--- src/sv/mtc_pkg.sv ---
// Shared constants, register indexes and divider beat types for magnetometer trim compensation.
`timescale 1ns / 1ps
`default_nettype none
package mtc_pkg;

  localparam int unsigned OUT_FRAC_BITS_DEF = 8;

  localparam int unsigned NumW  = 64;
  localparam int unsigned DenW  = 43;
  localparam int unsigned QuotW = 32;

  localparam int unsigned CfgAddrW = 3;
  localparam int unsigned CfgDataW = 64;

  localparam logic [47:0] CalScalesRst = 48'h4000_4000_4000;

  typedef enum logic [CfgAddrW-1:0] {
    CfgTrimXy      = 3'd0,
    CfgTrimZ       = 3'd1,
    CfgTrimHallRef = 3'd2,
    CfgCalEnable   = 3'd3,
    CfgCalOffsets  = 3'd4,
    CfgCalScales   = 3'd5
  } cfg_idx_e;

  typedef struct packed {
    logic [NumW-1:0] u;
    logic [DenW-1:0] d;
    logic            neg;
    logic            inv;
  } quot_req_t;

  typedef struct packed {
    logic [QuotW-1:0] q;
    logic             neg;
    logic             inv;
  } quot_t;

endpackage
`default_nettype wire

--- src/sv/mtc_cal.sv ---
// Per-axis signed clamp, then, when enabled, offset and scale calibration with rounding; output saturation.
`timescale 1ns / 1ps
`default_nettype none
module mtc_cal #(
  parameter int unsigned OutFracBits = mtc_pkg::OUT_FRAC_BITS_DEF
) (
  input  logic                clk_i,
  input  logic                rst_ni,
  input  logic                en_i,
  input  logic                valid_i,
  input  mtc_pkg::quot_t      res_i,
  input  logic                cal_en_i,
  input  logic signed [19:0]  off_i,
  input  logic [15:0]         scale_i,
  output logic                valid_o,
  output logic signed [23:0]  field_o,
  output logic                inv_o
);
  import mtc_pkg::*;

  localparam int unsigned Stages = 5;

  logic [Stages-1:0] vld_q;

  logic signed [31:0] v0_d, v0_q, v1_q, v2_q, v3_q;
  logic               i0_q, i1_q, i2_q, i3_q;
  logic signed [33:0] w_d, w_q;
  logic signed [50:0] p_d, p_q;
  logic [50:0]        ap_d, ap_q;
  logic               sp_q;
  logic [36:0]        rq;
  logic signed [37:0] rv, src;
  logic signed [23:0] field_d, field_q;
  logic               inv_q;

  always_comb begin
    if (res_i.neg) begin
      v0_d = (res_i.q > 32'h8000_0000) ? 32'sh8000_0000 : $signed(-res_i.q);
    end else begin
      v0_d = (res_i.q > 32'h7fff_ffff) ? 32'sh7fff_ffff : $signed(res_i.q);
    end
  end

  assign w_d  = 34'(v0_q) - (34'(off_i) <<< (OutFracBits - 4));
  assign p_d  = 51'(w_q) * 51'($signed({1'b0, scale_i}));
  assign ap_d = p_q[50] ? 51'(-p_q) : 51'(p_q);

  always_comb begin
    rq  = 37'((ap_q + 51'd8192) >> 14);
    rv  = sp_q ? -38'($signed({1'b0, rq})) : 38'($signed({1'b0, rq}));
    src = cal_en_i ? rv : 38'(v3_q);
    if (i3_q) begin
      field_d = '0;
    end else if (src > 38'sd8388607) begin
      field_d = 24'sh7fffff;
    end else if (src < -38'sd8388608) begin
      field_d = 24'sh800000;
    end else begin
      field_d = src[23:0];
    end
  end

  always_ff @(posedge clk_i or negedge rst_ni) begin
    if (!rst_ni) begin
      vld_q <= '0;
    end else if (en_i) begin
      vld_q <= {vld_q[Stages-2:0], valid_i};
    end
  end

  always_ff @(posedge clk_i) begin
    if (en_i) begin
      v0_q    <= v0_d;
      i0_q    <= res_i.inv;
      v1_q    <= v0_q;
      i1_q    <= i0_q;
      w_q     <= w_d;
      v2_q    <= v1_q;
      i2_q    <= i1_q;
      p_q     <= p_d;
      v3_q    <= v2_q;
      i3_q    <= i2_q;
      ap_q    <= ap_d;
      sp_q    <= p_q[50];
      field_q <= field_d;
      inv_q   <= i3_q;
    end
  end

  assign valid_o = vld_q[Stages-1];
  assign field_o = field_q;
  assign inv_o   = inv_q;

endmodule
`default_nettype wire
--- config.mk ---
export PLATFORM = sky130hd
export DESIGN_NAME = mtc_cal
export DESIGN_NICKNAME = d
export VERILOG_FILES = /design/src/sv/mtc_pkg.sv /design/src/sv/mtc_cal.sv
export SDC_FILE = /design/constraint.sdc
export NUM_CORES = 2
export LEC_CHECK = 0
export BUFFER_PORTS_ARGS = -buffer_cell sky130_fd_sc_hd__buf_4
export CAP_MARGIN = 20
export CORE_MARGIN = 2
export CORE_UTILIZATION = 56
export DETAILED_ROUTE_END_ITERATION = 12
export MAX_ROUTING_LAYER = met4
export PLACE_DENSITY = 0.73
export SYNTH_ARGS = -nofsm -noshare
export SYNTH_HDL_FRONTEND = slang
export SYNTH_SLANG_ARGS = --single-unit
--- constraint.sdc ---
create_clock -name clk_i -period 12.35 [get_ports clk_i]
set_clock_uncertainty 0.15 [all_clocks]
set_input_delay 2.47 -clock clk_i [delete_from_list [all_inputs] [get_ports clk_i]]
set_output_delay 2.47 -clock clk_i [all_outputs]
set_load 0.005 [all_outputs]
# Word-level counts from Yosys, hierarchy flattened
# Index checks and enable logic that the tools add are counted.
# totals
ff_bits,298
output_inout_bits,26
word_cells,36
# classes
n_addsub,5
multipliers,1
magnitude_cmp,4
muxes,8
reduce_logical,1
# op_table
cell,count
2-to-1 mux 32 bit,3
2-to-1 mux 38 bit,2
adder 51 x 14 -> 51 bit (second input constant),1
negation 51 bit,1
multiplier 33 x 17 -> 50 bit,1
2-to-1 mux 50 bit,1
greater-than comparator 38 x 24 -> 1 bit (second input constant),1
less-than comparator 38 x 24 -> 1 bit (second input constant),1
negation 37 -> 38 bit,1
subtractor 32 x 24 -> 33 bit,1
greater-than comparator 32 x 31 -> 1 bit (second input constant),1
greater-than comparator 32 bit (second input constant),1
negation 32 bit,1
2-to-1 mux 24 bit,1
2-to-1 mux 23 bit,1
OR reduction 2 bit,1

# Depth between registers and ports, before layout
# depth
word_depth,7
mapped_depth,28
ltp_nobuf,26

# Worst setup path before layout
# Ideal clock, no wire load.
# synth_timing
kind,input to register
start,input port scale_i[10]
end,register p_q[44] (data pin)
t_arrival_ns,8.548
required_ns,11.920
path_slack_ns,3.372
cell_stages,26
path_cell_list,clkbuf_1 > nand2_1 > fa_1 > inv_1 > fa_1 > inv_1 > fa_1 > inv_1 > fa_1 > fa_1 > inv_1 > fa_1 > inv_1 > ha_1 > clkbuf_1 > nand4_1 > nor4_1 > o21ai_0 > and2_1 > o21ai_0 > a21o_1 > o21ai_0 > o21ai_0 > o21ai_0 > o21ai_0 > o311ai_0
# synth_via
elab_chain_cells,1
# synth_rtl
element,line_no,source
"start, declared",mtc_cal.sv:14,"input logic [15:0] scale_i,"
multiplier 33 x 17 -> 50 bit,mtc_cal.sv:45,"assign p_d = 51'(w_q) * 51'($signed({1'b0, scale_i}));"
via p_d[44],mtc_cal.sv:28,"logic signed [50:0] p_d, p_q;"
"end signal, assigned",mtc_cal.sv:80,p_q <= p_d;
"end, declared",mtc_cal.sv:28,
# The timed path passes the listed nets, and every way through them passes these cells.
# A chain may end at the register's enable or synchronous reset.

# Final worst setup path
# layout_timing
start,input port scale_i[9]
end,register p_q[44] (data pin)
# Same word-level chain as after synthesis.

==> out/summary.json <==
{
  "drive_above_1_share_pct": 5.57,
  "min_period_ns": 9.48,
  "post_synth_inst_count": 3340,
  "synth-warning-count": 0,
  "max_clock_freq_ghz": 0.105,
  "crit_type": "primary input to flip-flop",
  "worst_hold_path_type": "flip-flop to flip-flop",
  "start_util_pct": 56.6,
  "grt_antenna_before_repair": 1,
  "setup-violations-final": 0,
  "worstMarginPinSlew_ns": 1.05,
  "ys_async_sr_fraction_pct": 1.79,
  "max-clock-path-buffers": 3,
  "grt_start_max_net_pins": 113,
  "postSynthNetCount": 4069,
  "layout_worst_path_cycle_share_pct": 76.8,
  "slew_viol_final": 0,
  "cts_resized": 0,
  "drt_pre_antenna_iters": 5,
  "vias_per_cell": 5.69,
  "syn-cell-area_um2": 32700,
  "cts_tree": "built",
  "coreArea_um2": 57700,
  "area_delta_synth_final_pct": 6.36,
  "start_kind": "primary input",
  "critical_path_arrival_ns": 9.65,
  "global_route.usage.total_pct": 27.7,
  "die_area_um2": 60300,
  "placement.io_buffers": 100,
  "finalHoldViolations": 0,
  "clk_pin_slew_ns": 0.07,
  "postCtsHoldBufs": 0,
  "clock_latency_ns": 0.54,
  "ys_ff_latch": 280,
  "synth_enable_flop_cells": 275,
  "per_cell_routed_wire_length_um": 19.0,
  "setup_total_negative_slack_ns": 0,
  "clock-root-buffer": "sky130_fd_sc_hd__clkbuf_16",
  "grt-ovfl-total": 0,
  "clkSinkCount": 280,
  "relSlewSlack_pct": 29.9,
  "grt_setup_unrepaired": "no",
  "fp-row-count": 88,
  "via_count": 23500,
  "drc": 0,
  "drv_cap": 0,
  "final_antenna_net_count": 0,
  "critical_path_required_ns": 12.51,
  "numCtsBuffers": 25,
  "postCtsSetupBuffers": 0,
  "netlist-cell-type-count": 78,
  "num_io_pins": 101,
  "finalWirelength_mm": 78.3,
  "post_synth.cell_area_avg_um2": 9.78,
  "floorplan.die.width_um": 246,
  "post_synthesis_sequential_area_ratio_pct": 25.7,
  "worstPathMaxFanout": 33,
  "vias_in_the_first_global_route": 25000,
  "synth_ff_type": "sky130_fd_sc_hd__edfxtp_1",
  "timing.critical_path.to_type": "flip-flop",
  "die_h_um": 246,
  "cts.htree.levels": 1,
  "post-dp-hpwl_mm": 59.6,
  "status": "finished clean",
  "dr.first_iter.drc_count": 1556,
  "number_of_fill_cells_in_the_layout": 4804,
  "grt_pass1_wl_mm": 128,
  "finalCoreUtilization_pct": 60.2,
  "nets": 4071,
  "routabilityCongestion": 0.950
}
cells by family after synthesis:
family                   share of synthesized area [%]
adder cells (fa/ha/maj)                           36.6
other                                           0.0115
AND/OR/NAND/NOR                                   15.1
buffers and inverters                             9.32
XOR/XNOR                                          4.66
flip-flops                                        25.7
AO/OA/AOI/OAI                                     7.36
multiplexers                                      1.29
state kept, by name (all words and copies together), names as in the netlist, 5 cells and up:
signal	cells
v0_q	32
ap_q	38
w_q	29
field_o	24
p_q	50
v2_q	32
v1_q	32
v3_q	32
vld_q	5
Yosys cell counts, drive strengths merged, types with 54 or more instances:
cell type | count | area [µm²]
edfxtp | 275 | 8260
and2 | 203 | 1270
clkbuf | 132 | 495
fa | 504 | 10100
xnor2 | 142 | 1240
inv | 671 | 2520
nor3 | 54 | 270
o21ai | 114 | 571
a21oi | 77 | 385
nand2 | 448 | 1680
ha | 150 | 1880
nor2 | 105 | 394
worst paths after layout:
path	endpoint	cells after the start	slack, ns	start
max	p_q[44]	25	2.87	scale_i[9]
min	v3_q[8]	0	0.27	v2_q[8]
max reg2reg	p_q[44]	24	4.20	w_q[6]
min reg2reg	v3_q[8]	0	0.27	v2_q[8]
max in group asynchronous	vld_q[0]	1	10.36	rst_ni
min in group asynchronous	vld_q[2]	1	1.58	rst_ni
per-layer routing:
layer | up-vias | wire, µm | GRT usage, %
met4 | 0 | 3420 | 10.3
met1 | 11800 | 31200 | 34.7
met2 | 800 | 39200 | 46.7
met5 | - | 0 | -
met3 | 220 | 4500 | 3.21
li1 | 10600 | - | -
critical path: stages:
cell	delay, ns
sky130_fd_sc_hd__buf_4	0.37
sky130_fd_sc_hd__nand2_1	0.14
sky130_fd_sc_hd__fa_1	0.54
sky130_fd_sc_hd__inv_1	0.06
sky130_fd_sc_hd__fa_1	0.52
sky130_fd_sc_hd__inv_1	0.05
sky130_fd_sc_hd__fa_1	0.48
sky130_fd_sc_hd__inv_1	0.06
sky130_fd_sc_hd__fa_1	0.52
sky130_fd_sc_hd__fa_1	0.55
sky130_fd_sc_hd__inv_1	0.05
sky130_fd_sc_hd__fa_1	0.52
sky130_fd_sc_hd__inv_1	0.04
sky130_fd_sc_hd__ha_1	0.39
sky130_fd_sc_hd__a21oi_1	0.17
sky130_fd_sc_hd__o21ai_0	0.10
sky130_fd_sc_hd__a31oi_1	0.20
sky130_fd_sc_hd__and2_1	0.22
sky130_fd_sc_hd__o21ai_0	0.15
sky130_fd_sc_hd__a21o_1	0.23
sky130_fd_sc_hd__o21ai_0	0.41
sky130_fd_sc_hd__o21ai_0	0.27
sky130_fd_sc_hd__o21ai_0	0.45
sky130_fd_sc_hd__o21ai_0	0.25
sky130_fd_sc_hd__o311ai_0	0.40
cells in the final DEF (no fill, tap or decap), types with 30 or more instances in the layout:
cell,Yosys,final
sky130_fd_sc_hd__nor3_1,54,54
sky130_fd_sc_hd__inv_1,671,671
sky130_fd_sc_hd__nand2_1,448,448
sky130_fd_sc_hd__nor2_1,105,105
sky130_fd_sc_hd__xnor2_1,142,142
sky130_fd_sc_hd__nand4_1,32,32
sky130_fd_sc_hd__buf_4,0,109
sky130_fd_sc_hd__edfxtp_1,275,275
sky130_fd_sc_hd__xor2_1,32,32
sky130_fd_sc_hd__fa_1,504,504
sky130_fd_sc_hd__nand3_1,43,43
sky130_fd_sc_hd__ha_1,150,150
sky130_fd_sc_hd__mux2i_1,31,31
sky130_fd_sc_hd__and2_1,202,202
sky130_fd_sc_hd__o21ai_0,88,88
sky130_fd_sc_hd__o311ai_0,30,30
sky130_fd_sc_hd__a21oi_1,77,77
per-stage QoR:
step           area [µm²]  std cells  hold slack (ns)  setup slack, ns
2_1_floorplan       32700       3340            0.250             3.37
3_3_place_gp        34000       4078            0.250             2.59
3_5_place_dp        34000       4078            0.255             2.42
4_1_cts             34700       4121            0.267             2.94
5_1_grt             34800       4124            0.277             2.34
6_report            34800       4124            0.269             2.87
final cells by class:
class | instances | area, µm² | share of cell area (%)
repair buffers | 112 | 876 | 2.52
clock buffers | 27 | 633 | 1.82
multi-input cells | 2251 | 21300 | 61.2
well taps | 765 | 957 | 2.75
flip-flops and latches | 280 | 8380 | 24.1
inverters | 672 | 2520 | 7.26
diodes | 1 | 2.50 | 0.00720
clock inverters | 16 | 126 | 0.364
Power is not shown: default switching activity piles up to over one toggle a cycle in this logic, so the estimate is an artifact.
